==> config.mk <==
export PLATFORM = sky130hd
export DESIGN_NAME = mas_seq
export DESIGN_NICKNAME = d
export VERILOG_FILES = /design/src/hw/rtl/mas_pkg.sv /design/src/hw/rtl/mas_seq.sv
export SDC_FILE = /design/constraint.sdc
export NUM_CORES = 1
export LEC_CHECK = 0
export BUFFER_PORTS_ARGS = -buffer_cell sky130_fd_sc_hd__buf_4
export CAP_MARGIN = 10
export CORE_ASPECT_RATIO = 2
export CORE_MARGIN = 2
export CORE_UTILIZATION = 35
export CTS_CLUSTER_DIAMETER = 30
export DETAILED_ROUTE_END_ITERATION = 8
export MAX_ROUTING_LAYER = met4
export SETUP_SLACK_MARGIN = 0.15
export SYNTH_ARGS = -nofsm -noshare
export SYNTH_HDL_FRONTEND = slang
export SYNTH_SLANG_ARGS = --single-unit
export TNS_END_PERCENT = 5
==> constraint.sdc <==
create_clock -name clk -period 9.3 [get_ports clk]
set_clock_uncertainty 0.05 [all_clocks]
set_input_delay 1.395 -clock clk [delete_from_list [all_inputs] [get_ports clk]]
set_output_delay 1.395 -clock clk [all_outputs]
set_load 0.01 [all_outputs]
==> src/hw/rtl/mas_pkg.sv <==
package mas_pkg;

  localparam int DEF_MAX_VERTICES = 64;
  localparam int DEF_COUNT_BITS   = 16;

  typedef enum logic [2:0] {
    REQ_ALLOC  = 3'd0,
    REQ_ADD    = 3'd1,
    REQ_REMOVE = 3'd2,
    REQ_QUERY  = 3'd3,
    REQ_DEGREE = 3'd4
  } req_code_t;

  typedef logic [7:0] vertex_t;

  typedef struct packed {
    logic [2:0]  req_type;
    vertex_t     vertex_a;
    vertex_t     vertex_b;
    logic [15:0] amount;
    logic [6:0]  size_request;
  } req_t;

  typedef struct packed {
    logic        status;
    logic [31:0] answer;
    logic [31:0] edge_total;
    logic [6:0]  vertex_total;
  } res_t;

  // Matrix port commands from the sequencer
  typedef struct packed {
    logic    rd_en;
    vertex_t rd_row;
    vertex_t rd_col;
    logic    wr_en;
    vertex_t wr_row;
    vertex_t wr_col;
    logic    sweep;      // write belongs to a row clearing sweep
    logic    set_valid;  // last write of a sweep: mark the row cleared
    logic    clr_all;    // drop every row at once
  } mem_cmd_t;

endpackage

==> src/hw/rtl/mas_seq.sv <==
module mas_seq #(
  parameter int MAX_VERTICES = mas_pkg::DEF_MAX_VERTICES,
  parameter int COUNT_BITS   = mas_pkg::DEF_COUNT_BITS
) (
  input  logic                    clk,
  input  logic                    rst,
  input  logic                    req_valid,
  output logic                    req_ready,
  input  mas_pkg::req_t           req_in,
  input  logic                    out_free,
  output logic                    res_load,
  output mas_pkg::res_t           res,
  output mas_pkg::mem_cmd_t       cmd,
  output logic [COUNT_BITS-1:0]   wr_data,
  input  logic [COUNT_BITS-1:0]   rd_data,
  input  logic [MAX_VERTICES-1:0] row_ok
);
  import mas_pkg::*;

  localparam int RW = $clog2(MAX_VERTICES);
  localparam int VW = $clog2(MAX_VERTICES + 1);
  localparam int CW = COUNT_BITS;
  localparam int MW = (COUNT_BITS > 16) ? COUNT_BITS : 16;

  typedef enum logic [8:0] {
    S_IDLE   = 9'b000000001,
    S_DECODE = 9'b000000010,
    S_CLR    = 9'b000000100,
    S_RD1    = 9'b000001000,
    S_RD2    = 9'b000010000,
    S_RD3    = 9'b000100000,
    S_WR4    = 9'b001000000,
    S_SUM    = 9'b010000000,
    S_DONE   = 9'b100000000
  } state_t;

  state_t        state;
  req_t          req;
  logic [VW-1:0] vc;
  logic [31:0]   ec;
  logic          status_q;
  logic [31:0]   answer_q;
  logic [VW-1:0] cnt;
  logic [31:0]   acc;
  logic          rd_pend;
  logic [CW-1:0] e_ab, e_ba;
  logic [MW-1:0] n_q;
  vertex_t       clr_row;

  logic          sz_bad, cap_bad, a_out, b_out, same, sum_issue;
  logic [CW-1:0] e_inc;
  logic [MW-1:0] n_pair, n_calc;
  logic [32:0]   acc_sum;
  vertex_t       hi;

  assign sz_bad    = 32'(req.size_request) > MAX_VERTICES;
  assign cap_bad   = (32'(req.vertex_a) >= MAX_VERTICES) || (32'(req.vertex_b) >= MAX_VERTICES);
  assign a_out     = 32'(req.vertex_a) >= 32'(vc);
  assign b_out     = 32'(req.vertex_b) >= 32'(vc);
  assign same      = req.vertex_a == req.vertex_b;
  assign hi        = (req.vertex_a > req.vertex_b) ? req.vertex_a : req.vertex_b;
  assign sum_issue = cnt < vc;

  assign e_inc   = (rd_data != {CW{1'b1}}) ? rd_data + CW'(1) : rd_data;
  assign n_pair  = (MW'(e_ab) < MW'(rd_data)) ? MW'(e_ab) : MW'(rd_data);
  assign n_calc  = (MW'(req.amount) < n_pair) ? MW'(req.amount) : n_pair;
  assign acc_sum = {1'b0, acc} + 33'(rd_data);

  assign req_ready = state == S_IDLE;
  assign res_load  = (state == S_DONE) && out_free;

  assign res.status       = status_q;
  assign res.answer       = answer_q;
  assign res.edge_total   = ec;
  assign res.vertex_total = 7'(vc);

  always_comb begin
    cmd     = '0;
    wr_data = '0;
    unique case (state)
      S_DECODE: begin
        cmd.clr_all = (req.req_type == REQ_ALLOC) && !sz_bad;
      end
      S_CLR: begin
        cmd.wr_en     = 1'b1;
        cmd.sweep     = 1'b1;
        cmd.wr_row    = clr_row;
        cmd.wr_col    = 8'(cnt);
        cmd.set_valid = cnt == VW'(MAX_VERTICES - 1);
      end
      S_RD1: begin
        cmd.rd_en  = 1'b1;
        cmd.rd_row = req.vertex_a;
        cmd.rd_col = req.vertex_b;
      end
      S_RD2: begin
        cmd.rd_en  = 1'b1;
        cmd.rd_row = req.vertex_b;
        cmd.rd_col = req.vertex_a;
        if (req.req_type == REQ_ADD) begin
          cmd.wr_en  = 1'b1;
          cmd.wr_row = req.vertex_a;
          cmd.wr_col = req.vertex_b;
          wr_data    = e_inc;
        end
      end
      S_RD3: begin
        if (req.req_type == REQ_ADD) begin
          cmd.wr_en  = !same;
          cmd.wr_row = req.vertex_b;
          cmd.wr_col = req.vertex_a;
          wr_data    = e_inc;
        end else begin
          cmd.wr_en  = n_calc != '0;
          cmd.wr_row = req.vertex_a;
          cmd.wr_col = req.vertex_b;
          wr_data    = e_ab - CW'(n_calc);
        end
      end
      S_WR4: begin
        cmd.wr_en  = !same && (n_q != '0);
        cmd.wr_row = req.vertex_b;
        cmd.wr_col = req.vertex_a;
        wr_data    = e_ba - CW'(n_q);
      end
      S_SUM: begin
        cmd.rd_en  = sum_issue;
        cmd.rd_row = req.vertex_a;
        cmd.rd_col = 8'(cnt);
      end
      default: begin
      end
    endcase
  end

  always_ff @(posedge clk) begin
    if (rst) begin
      state <= S_IDLE;
      vc    <= '0;
      ec    <= '0;
    end else begin
      unique case (state)
        S_IDLE: begin
          if (req_valid) begin
            req   <= req_in;
            state <= S_DECODE;
          end
        end
        S_DECODE: begin
          unique case (req.req_type)
            REQ_ALLOC: begin
              state <= S_DONE;
              if (sz_bad) begin
                status_q <= 1'b1;
                answer_q <= 32'(vc);
              end else begin
                status_q <= 1'b0;
                vc       <= VW'(req.size_request);
                ec       <= '0;
                answer_q <= 32'(req.size_request);
              end
            end
            REQ_ADD: begin
              if (cap_bad) begin
                status_q <= 1'b1;
                answer_q <= ec;
                state    <= S_DONE;
              end else if (!row_ok[req.vertex_a[RW-1:0]]) begin
                clr_row <= req.vertex_a;
                cnt     <= '0;
                state   <= S_CLR;
              end else if (!row_ok[req.vertex_b[RW-1:0]]) begin
                clr_row <= req.vertex_b;
                cnt     <= '0;
                state   <= S_CLR;
              end else begin
                status_q <= 1'b0;
                state    <= S_RD1;
              end
            end
            REQ_REMOVE, REQ_QUERY: begin
              answer_q <= '0;
              if (a_out || b_out) begin
                status_q <= 1'b1;
                state    <= S_DONE;
              end else begin
                status_q <= 1'b0;
                state    <= S_RD1;
              end
            end
            REQ_DEGREE: begin
              answer_q <= '0;
              if (a_out) begin
                status_q <= 1'b1;
                state    <= S_DONE;
              end else begin
                status_q <= 1'b0;
                cnt      <= '0;
                acc      <= '0;
                rd_pend  <= 1'b0;
                state    <= S_SUM;
              end
            end
            default: begin
              status_q <= 1'b1;
              answer_q <= '0;
              state    <= S_DONE;
            end
          endcase
        end
        S_CLR: begin
          cnt <= cnt + VW'(1);
          if (cnt == VW'(MAX_VERTICES - 1)) begin
            state <= S_DECODE;
          end
        end
        S_RD1: begin
          state <= S_RD2;
        end
        S_RD2: begin
          e_ab <= rd_data;
          if (req.req_type == REQ_QUERY) begin
            answer_q <= {31'b0, rd_data != '0};
            state    <= S_DONE;
          end else begin
            state <= S_RD3;
          end
        end
        S_RD3: begin
          if (req.req_type == REQ_ADD) begin
            if (32'(hi) >= 32'(vc)) begin
              vc <= VW'(hi) + VW'(1);
            end
            if (ec != '1) begin
              ec       <= ec + 32'd1;
              answer_q <= ec + 32'd1;
            end else begin
              answer_q <= ec;
            end
            state <= S_DONE;
          end else begin
            n_q      <= n_calc;
            e_ba     <= rd_data;
            ec       <= (ec > 32'(n_calc)) ? ec - 32'(n_calc) : '0;
            answer_q <= 32'(n_calc);
            state    <= S_WR4;
          end
        end
        S_WR4: begin
          state <= S_DONE;
        end
        S_SUM: begin
          // reads go out one per cycle; data lands in the next cycle
          rd_pend <= sum_issue;
          if (sum_issue) begin
            cnt <= cnt + VW'(1);
          end
          if (rd_pend) begin
            acc <= acc_sum[32] ? 32'hFFFF_FFFF : acc_sum[31:0];
          end
          if (!sum_issue && !rd_pend) begin
            answer_q <= acc;
            state    <= S_DONE;
          end
        end
        S_DONE: begin
          if (out_free) begin
            state <= S_IDLE;
          end
        end
        default: begin
          state <= S_IDLE;
        end
      endcase
    end
  end

endmodule

# Word-level counts from Yosys, hierarchy flattened
# Index checks and enable logic that the tools add are counted.
# totals
reg_bits	219
output_inout_bits	127
wordCells	182
input_bits	126
# op_classes
reduce_logical	31
n_bitwise	3
n_mux	72
n_lt_le_gt_ge	13
n_addsub	8
n_eq_ne	38
# op_table
op	n
two-way mux 32 bit	13
case mux 32 bit (2 select lines)	3
case mux 32 bit (4 select lines)	1
two-way mux 9 bit	9
case mux 9 bit (9 select lines)	1
two-way mux 16 bit	5
two-way mux 7 bit	10
case mux 17 bit (4 select lines)	1
case mux 17 bit (3 select lines)	1
case mux 16 bit (3 select lines)	1
nonzero test 16 bit	3
two-way mux 17 bit	2
adder 32 x 16 -> 33 bit	1
adder 32 x 1 -> 32 bit (second input constant)	1
greater-than comparator 32 x 16 -> 1 bit	1
less-than comparator 16 bit	2
!= test 32 bit (second input constant)	1
subtractor 16 bit	2
subtractor 32 x 16 -> 32 bit	1
!= test 2 bit (second input constant)	14
case mux 7 bit (2 select lines)	2
case mux 9 bit (3 select lines)	1
>= comparator 8 x 7 -> 1 bit	3
two-way mux 8 bit	3
other kinds (46)	83

# Longest topological paths before layout
# Gate-level depths: netlist (run 1).
# logic_depth
word_depth	8
ltp_mapped	34
ltp_nobuf	31

# Least setup slack after synthesis (run 1)
# No wires, ideal clock.
# synth_timing
kind	input -> output
startpoint	input port rd_data[12]
endpoint	output port wr_data[12]
path_slack_ns	-0.254
arrival_ns	8.109
path_stages	33
required_time_ns	7.855
cell_sequence	clkbuf_1 -> inv_1 -> ha_1 -> nand4_1 -> nor4_2 -> a221oi_2 -> nand2_2 -> buf_2 -> mux2i_1 -> ha_1 -> a21o_1 -> a21o_1 -> a221o_1 -> a221o_1 -> a211o_2 -> buf_6 -> nor2_4 -> nand2_1 -> o21ai_0 -> ha_1 -> inv_1 -> ha_1 -> a31oi_1 -> maj3_2 -> a21oi_2 -> maj3_2 -> nor2_2 -> o41a_1 -> o31ai_2 -> maj3_1 -> maj3_2 -> xnor2_1 -> o221ai_1
# synth_via
elab_chain_cells	7
elab_cells_between_ends	11
# synth_rtl
element	line_no	source
from (decl)	mas_seq.sv:15	input logic [COUNT_BITS-1:0] rd_data,
less-than comparator 16 bit	mas_seq.sv:65	assign n_pair = (MW'(e_ab) < MW'(rd_data)) ? MW'(e_ab) : MW'(rd_data);
two-way mux 16 bit *	mas_seq.sv:65	
less-than comparator 16 bit	mas_seq.sv:66	assign n_calc = (MW'(req.amount) < n_pair) ? MW'(req.amount) : n_pair;
two-way mux 16 bit *	mas_seq.sv:66	
via n_calc[0]	mas_seq.sv:52	logic [MW-1:0] n_pair, n_calc;
subtractor 16 bit *	mas_seq.sv:117	wr_data = e_ab - CW'(n_calc);
two-way mux 16 bit *	mas_seq.sv:108	if (req.req_type == REQ_ADD) begin
case mux 16 bit (3 select lines) *	mas_seq.sv:80	unique case (state)
to (decl)	mas_seq.sv:14	output logic [COUNT_BITS-1:0] wr_data,
# The timed path passes the listed nets; every way through them passes the cells marked *.

# Final worst setup path (run 1)
# layout_timing
startpoint	input port rd_data[2]
endpoint	output port wr_data[12]
# layout_via
elab_chain_cells	7
elab_cells_between_ends	11
# layout_rtl
element	line_no
less-than comparator 16 bit	mas_seq.sv:65
two-way mux 16 bit	mas_seq.sv:65
less-than comparator 16 bit	mas_seq.sv:66
two-way mux 16 bit	mas_seq.sv:66
subtractor 16 bit	mas_seq.sv:117
two-way mux 16 bit	mas_seq.sv:108
case mux 16 bit (3 select lines) *	mas_seq.sv:80
# Every way passes the cells marked *; elsewhere a longest branch is shown, timed or not.

==> results.py, run 1 <==
metrics = {
    "synthesis": {
        "async_flop_share_pct": 0,
        "ys_seq_area_share_pct": 34.4,
        "ys_warn_count": 0,
        "muxShareOfSynthArea_pct": 7.95,
        "synthAdderAreaFrac_pct": 8.85,
        "synth_compound_area_share_pct": 19.1,
        "ys_ff_latch": 219,
        "netlist_area_um2": 17700,
        "synth_cells": 1981,
        "synth_top_family_by_area": "compound AO/OA/AOI/OAI gates",
        "syn_area_per_cell_um2": 8.95,
        "synth-xor-area-share_pct": 5.38,
        "synth-simple-area-share_pct": 18.9,
        "synthFlopType": "edfxtp_1",
        "synth_nets": 2213,
        "synth_edf_count": 171,
        "ys_types": 98,
    },
    "drt": {
        "viasPerCell": 5.88,
        "met2WireLength_um": 40000,
        "firstDrtPassIters": 7,
        "via_count": 17661,
        "wl_per_cell_um": 25.4,
        "antenna_left": 0,
        "wl_met3_um": 4350,
        "top_layer_used": "met4",
        "wl_met1_um": 24500,
        "wl_um": 76400,
        "drc_errors": 0,
        "first_iter_violations": 1291,
    },
    "worst_setup_path": {
        "critPathSlowestCell": "or4b_4",
        "path_delay_family": "adder cells",
        "rr_startpoint": "e_ab[2]$_DFFE_PP_",
        "ff2ff_setup_slack_ps": 1680,
        "worst_setup_path_start_kind": "primary input",
        "crit_type": "primary input to primary output",
        "crit_path_max_fanout": 6,
        "arrival_ps": 7670,
        "max_stage_delay_ps": 680,
        "cp_data_required_time_ps": 7860,
        "cpMostUsedCell": "maj3_2",
        "r2r_cells": 29,
        "cp-end-kind": "primary output",
        "r2r_end": "ec[30]$_SDFFE_PP0P_",
        "worst-path-buf-inv": 5,
    },
    "place": {
        "gp_congestion": 1.01,
        "port_buffers": 252,
        "dp_hpwl_um": 59600,
        "post-place-cells": 2902,
        "place_ws_ps": -264,
    },
    "sta": {
        "hold_viol_final": 0,
        "fin_crit_sh_pct": 98.1,
        "setup_viol": 0,
        "layout_min_cycle_time_ps": 9120,
        "max_freq_ghz": 0.110,
        "maxSlewHeadroom_pct": 24.9,
        "finalMaxSlewViolations": 0,
        "grt_setup_unrepaired": "yes",
        "setup_slack_ps": 181,
        "worst_pin_slew_ps": 1130,
    },
    "run_status": {
        "status": "completed",
    },
    "clocking": {
        "cts_buffers": 47,
        "path_clk_slew_ps": 50,
        "htree_levels": 2,
        "cts_buffer_depth": 3,
        "root_buffer": "clkbuf_16",
        "insertion_delay_ps": 570,
        "cts_tree": "yes",
        "hold_buffers": 0,
        "cts_sinks": 219,
    },
    "floorplan": {
        "ios": 253,
        "initial_utilization_pct": 35.4,
        "rows": 116,
        "core_area_um2": 50100,
        "dieArea_um2": 52600,
        "die_y_um": 322,
        "die_w_um": 163,
    },
    "grt": {
        "grt_pass1_vias": 18602,
        "grt_max_degree": 50,
        "grt_pass1_wl_um": 113000,
        "grt-ovfl-total": 0,
        "grt_antenna_before_repair": 0,
        "grt_usage_pct": 29.8,
    },
    "finish": {
        "drive_above_1_share_pct": 27.9,
        "layout_commonest_cell": "buf_4",
        "post-route-util_pct": 46.3,
        "multi_input_area_um2": 11200,
        "fill_cells": 4871,
        "area_delta_synth_final_pct": 30.7,
        "regArea_um2": 6100,
        "mostFrequentLayoutCells": "385 x buf_4, 177 x nand2_1, 171 x edfxtp_1",
        "nets": 2550,
        "final_cells": 3006,
    },
    "pwr": {
        "powerDensity_nw_per_um2": 147,
        "max-vdd-ir-drop_mv": 0.132,
        "total_power_mw": 3.39,
        "leakagePower_nw": 9.21,
    },
    "min_path": {
        "worstHoldPathCells": 1,
        "min_path_type": "flip-flop to flip-flop",
        "worst_hold_startpoint": "ec[31]$_SDFFE_PP0P_",
        "whs_endpoint": "ec[31]$_SDFFE_PP0P_",
    },
    "job": {
        "cap_violations": 0,
    },
}
registers in the layout (all words and copies together) (netlist names), 7 cells and up:
signal,count
req,42
acc,32
answer_q,32
ec,32
e_ab,16
e_ba,16
n_q,16
state,9
clr_row,8
cnt,7
vc,7
logic make-up (layout without fill, tap and decap cells):
group | Yosys count | after routing
compound gates | 522 | 522
buf+inv | 248 | 623
xor+xnor | 108 | 108
other cells | 0 | 1
simple gates | 671 | 671
flops | 219 | 219
fa+ha+maj | 128 | 128
mux | 85 | 85
cell usage after synthesis (all sizes together) (9+ instances only):
cell type | count | area, um2
a222oi | 18 | 180
and2 | 21 | 131
ha | 104 | 1300
nand3 | 64 | 320
nor3 | 45 | 230
a21o | 15 | 114
mux2i | 30 | 329
inv | 143 | 537
nor3b | 15 | 118
a21oi | 145 | 733
nand4 | 30 | 188
nor2 | 158 | 603
nand3b | 14 | 105
mux4 | 41 | 923
a22oi | 30 | 225
nand2 | 180 | 681
a21boi | 9 | 67.6
buf | 17 | 97.6
nor4 | 27 | 175
o22ai | 13 | 87.6
o211ai | 11 | 87.6
or3 | 14 | 87.6
nand2b | 30 | 203
edfxtp | 171 | 5130
xor2 | 24 | 210
dfxtp | 48 | 961
mux2 | 14 | 158
maj3 | 22 | 228
clkbuf | 87 | 327
a211oi | 17 | 140
a31oi | 22 | 159
and3 | 20 | 125
a221o | 18 | 180
o21ai | 153 | 785
o221ai | 11 | 96.3
xnor2 | 84 | 743
nor2b | 25 | 156
final cells by class:
| type | instances | share of cell area, % |
|---|---|---|
| diodes | 1 | 0.0108 |
| clock buffers | 50 | 5.35 |
| flip-flops and latches | 219 | 26.3 |
| inverters | 144 | 2.35 |
| clock inverters | 37 | 1.47 |
| repair buffers | 392 | 12.8 |
| multi-input cells | 1514 | 48.2 |
| well taps | 649 | 3.50 |
where the power goes:
group	leakage (nW)	switching (mW)	internal [mW]	total, mW
Combinational	6.42	0.328	0.277	0.605
Clock	0.771	0.651	1.03	1.68
Sequential	2.02	0.0343	1.08	1.11
per-stage QoR:
stage          area [um2]  TNS, ps  hold slack (ps)
5_1_grt             23200    -55.8              577
3_3_place_gp        21000     -349              504
3_5_place_dp        21000     -651              515
2_1_floorplan       17800        0              469
4_1_cts             22900        0              524
6_report            23200        0              515
per-layer routing:
| layer | vias to the layer above | global-route usage (%) |
|---|---|---|
| met5 | - | - |
| met2 | 802 | 53.7 |
| met3 | 311 | 4.92 |
| li1 | 8081 | - |
| met1 | 8467 | 26.7 |
| met4 | 0 | 24.8 |
worst max path at each step:
stage / startpoint / endpoint / slack [ps] / cells after the start
5_1_grt: rd_data[14] / wr_data[12] / -40 / 34
3_5_place_dp: rd_data[2] / wr_data[13] / -260 / 31
2_1_floorplan: rd_data[3] / wr_data[12] / 170 / 33
3_3_place_gp: rd_data[2] / wr_data[13] / -160 / 31
4_1_cts: rd_data[10] / wr_data[12] / 150 / 33
6_report: rd_data[2] / wr_data[12] / 180 / 32
what timing repair did:
| action | in CTS | in global routing |
|---|---|---|
| endpoints found under the setup margin | 5 | 6 |
| cloned | 0 | 0 |
| buffers inserted | 11 | 4 |
| gates resized for setup | 35 | 46 |
| pin swaps | 19 | 46 |
Note: power is estimated with default switching activity, not from simulation.
==> run 2, diff against run 1 <==
Settings changed: CTS_CLUSTER_SIZE set to 24, REMOVE_ABC_BUFFERS set to 1.
==> run 2 against run 1 <==
Utilization down 0.68 points; register-to-register slack worse by 30 ps; first-iteration DRC count shrank 16%; global-route usage shrank 1.1 points; fmax is 0.43% higher; non-clock buffer count decreased by 11; sequential share of layout area increased by 0.39 points; setup slack improved by 39 ps; largest cell class unchanged; largest power group unchanged; highest routed layer unchanged.
==> results.py, run 2 (synthesis gave the netlist of run 1 again) <==
metrics = {
    "floorplan": {
        "die_w_um": 163,
        "die_y_um": 322,
        "initial_utilization_pct": 35.4,
        "dieArea_um2": 52600,
        "ios": 253,
        "core_area_um2": 50100,
        "rows": 116,
    },
    "grt": {
        "grt_max_degree": 51,
        "grt_pass1_wl_um": 109000,
        "grt-ovfl-total": 0,
        "grt_usage_pct": 28.7,
        "grt_antenna_before_repair": 1,
        "grt_pass1_vias": 18437,
    },
    "sta": {
        "worst_pin_slew_ps": 1140,
        "maxSlewHeadroom_pct": 24.1,
        "setup_slack_ps": 220,
        "holdWs_ps": 524,
        "hold_viol_final": 0,
        "layout_min_cycle_time_ps": 9080,
        "max_freq_ghz": 0.110,
        "setup_viol": 0,
        "fin_crit_sh_pct": 97.6,
        "finalMaxSlewViolations": 0,
        "grt_setup_unrepaired": "yes",
    },
    "pwr": {
        "intPower_mw": 2.31,
        "powerDensity_nw_per_um2": 142,
        "swShare_pct": 28.6,
        "seqPwrFrac_pct": 34.4,
        "power_switching_mw": 0.926,
        "leakagePower_nw": 9.04,
        "max-vdd-ir-drop_mv": 0.112,
        "comb_power_share_pct": 18.1,
        "pwr-share-clk_pct": 47.6,
    },
    "clocking": {
        "cts_sinks": 219,
        "root_buffer": "clkbuf_16",
        "cts_buffer_depth": 3,
        "hold_buffers": 0,
        "htree_levels": 2,
        "path_clk_slew_ps": 60,
        "cts_buffers": 41,
        "cts_tree": "yes",
        "insertion_delay_ps": 560,
    },
    "worst_setup_path": {
        "crit_type": "primary input to primary output",
        "crit_path_max_fanout": 5,
        "cpMostUsedCell": "buf_4",
        "arrival_ps": 7630,
        "ff2ff_setup_slack_ps": 1650,
        "cp-end-kind": "primary output",
        "max_stage_delay_ps": 550,
        "cp_data_required_time_ps": 7860,
        "worst_setup_path_start_kind": "primary input",
        "critPathSlowestCell": "or4b_4",
    },
    "place": {
        "port_buffers": 252,
        "place_ws_ps": -320,
        "dp_hpwl_um": 57300,
        "gp_congestion": 0.962,
    },
    "run_status": {
        "status": "completed",
    },
    "drt": {
        "drc_errors": 0,
        "wl_per_cell_um": 24.7,
        "firstDrtPassIters": 6,
        "antenna_left": 0,
        "first_iter_violations": 1089,
        "via_count": 17594,
        "wl_um": 73700,
        "viasPerCell": 5.90,
    },
    "finish": {
        "fill_cells": 4857,
        "mostFrequentLayoutCells": "374 x buf_4, 177 x nand2_1, 171 x edfxtp_1",
        "top_register": "req",
        "layout_commonest_cell": "buf_4",
        "largest_reg_flops": 42,
        "post-route-util_pct": 45.6,
        "nets": 2533,
        "area_delta_synth_final_pct": 28.7,
        "drive_above_1_share_pct": 26.3,
    },
    "min_path": {
        "min_path_type": "flip-flop to flip-flop",
    },
    "job": {
        "cap_violations": 0,
    },
}
## run 2: stage by stage
stage | instance area (um2) | power (mW) | cells | setup TNS (ps)
floorplan | 17300 | 1.43 | 1877 | -115
global placement | 21000 | 1.67 | 2896 | -557
detailed placement | 21000 | 1.68 | 2896 | -839
CTS | 22600 | 3.24 | 2976 | 0
global route | 22800 | 3.34 | 2983 | -38.5
finish | 22800 | 3.23 | 2983 | 0
## run 2: routing by layer
metal	vias up	share of wire, %	track usage (%)
li1	8039	-	-
met3	283	4.9	3.72
met4	0	8.3	20.3
met1	8486	33	27.2
met2	786	53	52.5
met5	-	0	-
## run 2: layout make-up
type	count	area, um2	area share (%)
diodes	1	2.50	0.0110
clock buffers	45	1040	4.56
clock inverters	30	340	1.49
inverters	144	548	2.40
multi-input cells	1514	11100	48.6
flip-flops and latches	219	6100	26.7
well taps	649	812	3.56
repair buffers	381	2900	12.7
## run 2: worst max-delay path, delay by kind of cell
family	cells	cell delay [ps]
AOI/OAI and AO/OA	10	1520
xor gates and xnor gates	2	330
adders and majority gates	7	1940
buffers and inverters	7	930
muxes	1	130
and+or+nand+nor	6	1380
## run 2: path summary, 6_finish.rpt
kind	startpoint	end	depth (start not counted)
setup reg to reg	e_ab[2]$_DFFE_PP_	ec[22]$_SDFFE_PP0P_	33
hold reg to reg	ec[31]$_SDFFE_PP0P_	ec[31]$_SDFFE_PP0P_	1
setup / recovery	rd_data[2]	wr_data[12]	33
hold / removal	ec[31]$_SDFFE_PP0P_	ec[31]$_SDFFE_PP0P_	1
## run 2: timing repair
item / in CTS / in global routing
gates resized for setup: 40 / 37
pin swaps: 20 / 39
setup buffers: 5 / 6
endpoints found under the setup margin: 6 / 7
## run 2: power groups by stage
| stage | clock (mW) | sequential (mW) | combinational [mW] |
|---|---|---|---|
| 2_1_floorplan | 0 | 1.12 | 0.312 |
| 3_3_place_gp | 0 | 1.13 | 0.543 |
| 3_5_place_dp | 0 | 1.13 | 0.550 |
| 4_1_cts | 1.56 | 1.11 | 0.566 |
| 5_1_grt | 1.60 | 1.11 | 0.631 |
| 6_report | 1.54 | 1.11 | 0.584 |
